File: src/design/qts_pkg.sv
// Shared types and character constants for the quoted token scanner.
package qts_pkg;

   typedef struct packed {
      logic [7:0] byte_in;
      logic       is_last;
   } req_type;

   typedef struct packed {
      logic       emit_valid;
      logic [7:0] emit_byte;
      logic       token_done;
      logic [1:0] token_status;
   } rsp_type;

   typedef enum logic [2:0] {
      MODE_IDLE  = 3'd0,
      MODE_TOKEN = 3'd1,
      MODE_ESC   = 3'd2,
      MODE_OCT1  = 3'd3,
      MODE_OCT2  = 3'd4
   } mode_type;

   typedef enum logic [1:0] {
      ST_OK         = 2'd0,
      ST_BAD_ESCAPE = 2'd1,
      ST_NO_TOKEN   = 2'd2
   } status_type;

   typedef struct packed {
      mode_type   scan_mode;
      logic       closing_quote_is_double;
      logic       in_quoted;
      logic [5:0] octal_partial;
   } state_type;

   localparam state_type STATE_IDLE = '{
      scan_mode:               MODE_IDLE,
      closing_quote_is_double: 1'b0,
      in_quoted:               1'b0,
      octal_partial:           6'd0
   };

   localparam logic [7:0] CH_SPACE     = 8'h20;
   localparam logic [7:0] CH_TAB       = 8'h09;
   localparam logic [7:0] CH_CR        = 8'h0D;
   localparam logic [7:0] CH_LF        = 8'h0A;
   localparam logic [7:0] CH_DQUOTE    = 8'h22;
   localparam logic [7:0] CH_SQUOTE    = 8'h27;
   localparam logic [7:0] CH_BACKSLASH = 8'h5C;
   localparam logic [7:0] CH_ZERO      = 8'h30;
   localparam logic [7:0] CH_SEVEN     = 8'h37;

endpackage

File: src/design/quoted_token_scanner_top.sv
// Quoted token scanner: splits a text byte stream into tokens, one byte per request.
//
// Channels: req_ carries one text byte and an end-of-data flag per request;
// rsp_ returns exactly one result per request, in order: an optional token
// character, a token-done flag and a status (ok, bad or cut escape, no token).
// Both channels use valid/ready; a transfer happens when both are high.
//
// Latency: a result appears on rsp_ the cycle after its request is taken.
// Throughput: one request per cycle unless rsp_ready stalls; the scan state update
// and the result decode fit between the scan state register and the result register.
// req_ready stays high while the result register is empty or being drained,
// so a waiting result does not block the next request unless rsp_ready is low.
// When the receiver stalls, the result holds and req_ready drops until it is
// taken. After a request with is_last set, the scanner is idle again.
// Reset (synchronous, active high) empties the result register and returns
// the scanner to idle, skipping whitespace.
module quoted_token_scanner_top (
   input  logic             clock,
   input  logic             reset,
   input  logic             req_valid,
   output logic             req_ready,
   input  qts_pkg::req_type req_data,
   output logic             rsp_valid,
   input  logic             rsp_ready,
   output qts_pkg::rsp_type rsp_data
);

   qts_pkg::state_type state_ff;
   qts_pkg::state_type state_in;
   qts_pkg::rsp_type   rsp_ff;
   qts_pkg::rsp_type   rsp_in;
   logic               rsp_valid_ff;
   logic               req_take;

   assign req_ready = !rsp_valid_ff || rsp_ready;
   assign req_take  = req_valid && req_ready;
   assign rsp_valid = rsp_valid_ff;
   assign rsp_data  = rsp_ff;

   qts_step u_step (
      .state      (state_ff),
      .req        (req_data),
      .state_next (state_in),
      .rsp        (rsp_in)
   );

   always_ff @(posedge clock) begin
      if (reset) begin
         state_ff     <= qts_pkg::STATE_IDLE;
         rsp_valid_ff <= 1'b0;
      end else if (req_take) begin
         state_ff     <= state_in;
         rsp_valid_ff <= 1'b1;
      end else if (rsp_ready) begin
         rsp_valid_ff <= 1'b0;
      end
   end

   always_ff @(posedge clock) begin
      if (req_take) begin
         rsp_ff <= rsp_in;
      end
   end

   a_last_goes_idle: assert property (@(posedge clock) disable iff (reset)
      req_take && req_data.is_last |=> state_ff.scan_mode == qts_pkg::MODE_IDLE)
      else $error("scanner not idle after final byte");

   a_take_gives_rsp: assert property (@(posedge clock) disable iff (reset)
      req_take |=> rsp_valid_ff)
      else $error("accepted request produced no result");

   a_status_needs_done: assert property (@(posedge clock) disable iff (reset)
      rsp_valid_ff && !rsp_ff.token_done |-> rsp_ff.token_status == qts_pkg::ST_OK)
      else $error("nonzero status without token end");

   a_byte_needs_valid: assert property (@(posedge clock) disable iff (reset)
      rsp_valid_ff && !rsp_ff.emit_valid |-> rsp_ff.emit_byte == 8'd0)
      else $error("emit byte set without emit valid");

   a_partial_only_in_octal: assert property (@(posedge clock) disable iff (reset)
      state_ff.scan_mode != qts_pkg::MODE_OCT1 &&
      state_ff.scan_mode != qts_pkg::MODE_OCT2 |-> state_ff.octal_partial == 6'd0)
      else $error("octal digits held outside an escape");

endmodule

File: src/design/qts_step.sv
// One scanner step: result and next state for one request byte.
module qts_step (
   input  qts_pkg::state_type state,
   input  qts_pkg::req_type   req,
   output qts_pkg::state_type state_next,
   output qts_pkg::rsp_type   rsp
);

   logic       is_space;
   logic       is_octal;
   logic       is_quote;
   logic       tb_quoted;
   logic       tb_end;
   logic [2:0] digit;
   logic [7:0] b;
   logic       last;
   logic       done;
   logic [1:0] status;
   logic [8:0] oct_full;

   assign b        = req.byte_in;
   assign last     = req.is_last;
   assign is_space = (b == qts_pkg::CH_SPACE) || (b == qts_pkg::CH_TAB) ||
                     (b == qts_pkg::CH_CR) || (b == qts_pkg::CH_LF);
   assign is_octal = (b >= qts_pkg::CH_ZERO) && (b <= qts_pkg::CH_SEVEN);
   assign is_quote = (b == qts_pkg::CH_DQUOTE) || (b == qts_pkg::CH_SQUOTE);
   assign digit    = b[2:0];
   assign oct_full = {state.octal_partial, digit};

   // Quoting only counts inside a token; a fresh bare token starts unquoted.
   assign tb_quoted = (state.scan_mode == qts_pkg::MODE_TOKEN) && state.in_quoted;
   assign tb_end    = tb_quoted ?
                      (b == (state.closing_quote_is_double ? qts_pkg::CH_DQUOTE
                                                           : qts_pkg::CH_SQUOTE))
                      : is_space;

   // Outputs
   always_comb begin
      rsp.emit_valid = 1'b0;
      rsp.emit_byte  = 8'd0;
      done           = 1'b0;
      status         = qts_pkg::ST_OK;
      case (state.scan_mode)
         qts_pkg::MODE_ESC: begin
            if (is_octal) begin
               done   = last;
               status = qts_pkg::ST_BAD_ESCAPE;
            end else begin
               rsp.emit_valid = 1'b1;
               rsp.emit_byte  = b;
               done           = last;
            end
         end
         qts_pkg::MODE_OCT1: begin
            done   = is_octal ? last : 1'b1;
            status = qts_pkg::ST_BAD_ESCAPE;
         end
         qts_pkg::MODE_OCT2: begin
            if (is_octal) begin
               rsp.emit_valid = 1'b1;
               rsp.emit_byte  = oct_full[7:0];
               done           = last;
            end else begin
               done   = 1'b1;
               status = qts_pkg::ST_BAD_ESCAPE;
            end
         end
         qts_pkg::MODE_TOKEN: begin
            if (tb_end) begin
               done = 1'b1;
            end else if (b == qts_pkg::CH_BACKSLASH) begin
               done   = last;
               status = qts_pkg::ST_BAD_ESCAPE;
            end else begin
               rsp.emit_valid = 1'b1;
               rsp.emit_byte  = b;
               done           = last;
            end
         end
         default: begin
            if (is_space) begin
               done   = last;
               status = qts_pkg::ST_NO_TOKEN;
            end else if (is_quote) begin
               done = last;
            end else if (b == qts_pkg::CH_BACKSLASH) begin
               done   = last;
               status = qts_pkg::ST_BAD_ESCAPE;
            end else begin
               rsp.emit_valid = 1'b1;
               rsp.emit_byte  = b;
               done           = last;
            end
         end
      endcase
      rsp.token_done   = done;
      rsp.token_status = done ? status : qts_pkg::ST_OK;
   end

   // Next state
   always_comb begin
      state_next = state;
      if (done) begin
         state_next = qts_pkg::STATE_IDLE;
      end else begin
         case (state.scan_mode)
            qts_pkg::MODE_ESC: begin
               if (is_octal) begin
                  state_next.scan_mode     = qts_pkg::MODE_OCT1;
                  state_next.octal_partial = {3'd0, digit};
               end else begin
                  state_next.scan_mode = qts_pkg::MODE_TOKEN;
               end
            end
            qts_pkg::MODE_OCT1: begin
               state_next.scan_mode     = qts_pkg::MODE_OCT2;
               state_next.octal_partial = {state.octal_partial[2:0], digit};
            end
            qts_pkg::MODE_OCT2: begin
               state_next.scan_mode     = qts_pkg::MODE_TOKEN;
               state_next.octal_partial = 6'd0;
            end
            qts_pkg::MODE_TOKEN: begin
               state_next.scan_mode = (b == qts_pkg::CH_BACKSLASH) ?
                                      qts_pkg::MODE_ESC : qts_pkg::MODE_TOKEN;
            end
            default: begin
               state_next = qts_pkg::STATE_IDLE;
               if (is_quote) begin
                  state_next.scan_mode               = qts_pkg::MODE_TOKEN;
                  state_next.in_quoted               = 1'b1;
                  state_next.closing_quote_is_double = (b == qts_pkg::CH_DQUOTE);
               end else if (!is_space) begin
                  state_next.scan_mode = (b == qts_pkg::CH_BACKSLASH) ?
                                         qts_pkg::MODE_ESC : qts_pkg::MODE_TOKEN;
               end
            end
         endcase
      end
   end

endmodule

File: config.mk
export PLATFORM = sky130hd
export DESIGN_NAME = quoted_token_scanner_top
export DESIGN_NICKNAME = d
export VERILOG_FILES = /design/src/design/qts_pkg.sv /design/src/design/quoted_token_scanner_top.sv /design/src/design/qts_step.sv
export SDC_FILE = /design/constraint.sdc
export NUM_CORES = 1
export LEC_CHECK = 0
export BUFFER_PORTS_ARGS = -buffer_cell sky130_fd_sc_hd__buf_4
export CAP_MARGIN = 30
export CORE_ASPECT_RATIO = 1.75
export CORE_UTILIZATION = 37
export CTS_BUF_LIST = sky130_fd_sc_hd__clkbuf_8
export CTS_CLUSTER_SIZE = 25
export DETAILED_ROUTE_END_ITERATION = 10
export GPL_TIMING_DRIVEN = 0
export HOLD_SLACK_MARGIN = 0.1
export SKIP_LAST_GASP = 1
export SLEW_MARGIN = 10
export SYNTH_ARGS = -nofsm -noshare
export SYNTH_HDL_FRONTEND = slang
export SYNTH_HIERARCHICAL = 1
export SYNTH_SLANG_ARGS = --single-unit
File: constraint.sdc
create_clock -name clock -period 3.3 [get_ports clock]
set_input_delay 0.66 -clock clock [delete_from_list [all_inputs] [get_ports clock]]
set_output_delay 0.66 -clock clock [all_outputs]
set_load 0.05 [all_outputs]
== Word-level counts from Yosys, hierarchy flattened ==
Cells that the tools add are included.

* Logic and storage cells: 71
* Output and inout port bits: 14
* Input bits: 13
* Register bits: 23

* Multiplexer cells: 31
* Order comparisons: 2
* Reduce and logical (&&, ||, !) cells: 14
* Eq/ne operators: 15

{| class="wikitable"
|+ Operators by type and width
! kind !! number
|-
| $mux W9 || 6
|-
| $pmux W9 S4 || 1
|-
| $eq A8 B4 Y1 const B || 3
|-
| $eq A8 B6 Y1 const B || 3
|-
| $pmux W6 S3 || 1
|-
| $mux W2 || 6
|-
| $pmux W3 S4 || 1
|-
| $mux W11 || 1
|-
| $mux W1 || 9
|-
| $mux W3 || 3
|-
| $eq A8 B7 Y1 const B || 1
|-
| $eq A8 B8 Y1 || 1
|-
| $ge A8 B6 Y1 const B || 1
|-
| $le A8 B6 Y1 const B || 1
|-
| $pmux W2 S4 || 1
|-
| $eq A3 B2 Y1 const B || 2
|-
| $mux W6 || 1
|-
| $logic_or A1 B1 Y1 || 5
|-
| $ne A2 B1 Y1 const B || 2
|-
| $reduce_or A4 Y1 || 1
|-
| $eq A3 B1 Y1 const B || 1
|-
| $eq A3 B3 Y1 const B || 1
|-
| $logic_and A1 B1 Y1 || 3
|-
| $ne A3 B1 Y1 const B || 1
|-
| other kinds (6) || 6
|}

== Logic depth before layout (Yosys ltp) ==
* Word-level depth: 9
* Mapped depth: 9

== By module ==
Netlist, hierarchy kept.

{| class="wikitable"
|+ Modules (own cells, without submodules)
! module !! area an instance (sq um) !! times used !! seq. area each (sq um) !! cells each
|-
| qts_step || 1,016.0 || 1 || 0.0 || 140
|-
| quoted_token_scanner_top || 913.4 || 1 || 600.6 || 67
|}

== Worst setup path after synthesis ==
OpenSTA, ideal clock, no wires.

* Path type: input port to flip-flop
* Start: input req_data[4] in the netlist's numbering
* End: register rsp_ff, in the netlist rsp_data[8], data pin
* Buffers on the path: 0
* Arrival: 2.071 ns
* Path slack: 0.959 ns
* Required time: 3.030 ns
* Stages: 5
* Cells stage by stage: or4b_4 -> o32ai_4 -> a211oi_2 -> nor3_4 -> o22ai_1

{| class="wikitable"
|+ RTL lines
! item !! line !! source
|-
| from (decl) || quoted_token_scanner_top.sv:22 || <nowiki>input qts_pkg::req_type req_data,</nowiki>
|-
| to (signal assigned) || quoted_token_scanner_top.sv:61 || <nowiki>rsp_ff <= rsp_in;</nowiki>
|-
| to (decl) || quoted_token_scanner_top.sv:30 || <nowiki>qts_pkg::rsp_type rsp_ff;</nowiki>
|}

==> flow_summary.toml <==
[clock_network]
post_cts_resize_count = 0
cts_buffer_depth = 2
clk_pin_slew_worst_paths_ps = 90
insertion_delay_ps = 260
cts-buffers-inserted = 3
cts_setup_buffers = 0
sink_count = 23
cts_tree = "yes"
cts.root.buffer_cell = "sky130_fd_sc_hd__clkbuf_8"
cts.htree.levels = 1
cts-hold-fix-buffers = 0

[synthesis]
synthesis.instances = 199
postSynthAreaPerCell_sq_um = 9.37
mappedNetlistNets = 212
synth.yosys.warnings = 6
syn_area_sq_um = 1860

[pwr]
power.total_w = 0.000653
power_density_nw_per_um2 = 304
ir_worst_vdd_mv = 0.214
p_leak_nw = 0.735

[final_layout]
number_of_inserted_diodes = 0
layout.cells.most_common = "sky130_fd_sc_hd__buf_4"
synthToLayoutAreaGrowth_pct = 15.2
post_route_cells_drive_above_1_share_pct = 30.1
filler_cell_count = 489
multi_input_comb_area_sq_um = 1130
area.sequential_sq_um = 581
most-common-layout-cells = "sky130_fd_sc_hd__buf_4 (25), sky130_fd_sc_hd__nand3_1 (16), sky130_fd_sc_hd__nor2_1 (13)"
design.final.nets = 240
final_cell_count_no_fill = 278

[job]
max-cap-violations = 0

[setup_path]
crit_chain = "buf_4 -> nor4b_1 -> nand2_1 -> a21oi_1 -> o41ai_4 -> a211oi_1 -> nand3_1 -> a21oi_1"
reg2reg_setup_slack_ps = 1150
path_class = "in2reg"
timing.critical_path.arrival_ps = 2670
setup.worst_path.start = "req_data[4]"
worst_path_max_delay_cell = "sky130_fd_sc_hd__nor4b_1"
cp-start-kind = "primary input"
worst_path_most_repeated_cell = "sky130_fd_sc_hd__a21oi_1"
worst-path-max-fanout = 7
worst_reg2reg_path_startpoint = "state_ff[8]"
crit_end = "state_ff[8]"
crit_buf_inv = 1
r2r.worst_path.cells = 7
r2r-end = "state_ff[2]"
critical_path.endpoint_type = "flip-flop"
depth_of_the_critical_timing_path_with_buffers_and_inverters_included = 8
crit_family = "simple AND/OR/NAND/NOR gates"
timing.critical_path.required_ps = 3500
max_stage_delay_ps = 590

[floorplanning]
core_ar_sq_um = 4750
initial_standard_cell_utilization_of_the_core_pct = 39.3
floorplan.die.width_um = 55.7
fp.dieArea_sq_um = 5340
die_y_um = 95.9
pin_count = 27
site_row_count = 33

[drt]
detail_route.iter0.violations = 55
finalWirelength_um = 4930
drtAntennaViolNets = 0
detail_route.first_pass.iterations = 4
routed_wire_length_per_instance_um = 17.7
detail_route.vias_per_cell = 5.96
dr_total_vias = 1656
route.detailed.drc = 0

[worst_hold_path]
hold_path.class = "in2reg"

[place]
dp.cells = 274
total_of_buffers_placed_on_input_and_output_ports = 23
hpwl_um = 3880
gp_routability_congestion = 0.929

[timing]
rsz0062_at_grt = "false"
setup_violations = 0
final-max-slew-violation-count = 0
setup_tns_ps = 0
final.setup_skew_ps = 2.30
timing.final.hold_violations = 0
worst_slew_margin_rel_pct = 47.0
post-route-min-period_ps = 2470
min_period_over_period_pct = 74.9
final.hold.worst_slack_ps = 551
achievable-frequency_mhz = 404
tightestPinTransition_ps = 787

[global_route]
grt_antenna_before_repair = 0
via_count_of_the_first_global_routing_pass = 1684
grt_first_pass_wirelength_um = 8180
grt_start_max_net_pins = 13
grt_overflow_total = 0
grt_util_all_layers_pct = 19.5

[run_status]
run_status = "completed"
## per-layer routing
layer | vias to the layer above | routed length [um] | track usage (%)
li1 | 822 | - | -
met1 | 782 | 1910 | 19.3
met2 | 40 | 2710 | 39.4
met3 | 12 | 143 | 2.15
met4 | 0 | 166 | 10.0
met5 | - | 0 | 0
## power by group
group / internal (W) / leakage, nW / switching [W] / total (W)
registers: 0.000313 / 0.204 / 0.00000343 / 0.000316
clock network: 0.0000832 / 0.0269 / 0.0000944 / 0.000178
logic: 0.0000520 / 0.504 / 0.000107 / 0.000159
total: 0.000448 / 0.735 / 0.000204 / 0.000653
## area by class of cell
type,instances,area share (%)
sequential,23,27.0
buffer,22,5.94
inverter,7,1.22
multi-input combinational,147,52.6
timing repair buffer,23,8.04
clock buffer,3,1.92
tap,52,3.03
clock inverter,1,0.175
## how the worst min path moves through the flow
stage                     cells past startpoint         start           end
after floorplan                               2  state_ff[10]  state_ff[10]
after detailed placement                      2  state_ff[10]  state_ff[10]
final                                         2         reset   state_ff[4]
after CTS                                     2         reset   state_ff[4]
after global placement                        2  state_ff[10]  state_ff[10]
after global routing                          2         reset   state_ff[4]
## sequential cells by signal, indices dropped and copies added, names as in the netlist
register   flops
rsp_valid      1
state_ff      10
rsp_data      12
## stage by stage
stage | instance area (sq um) | setup WS [ps] | util, %
6_report | 2150 | 827 | 45.2
5_1_grt | 2150 | 675 | 45.2
4_1_cts | 2150 | 821 | 45.2
3_5_place_dp | 2100 | 554 | 44.3
3_3_place_gp | 2100 | 508 | 44.3
2_1_floorplan | 1860 | 959 | -
Power figures use the tool's default switching activity.
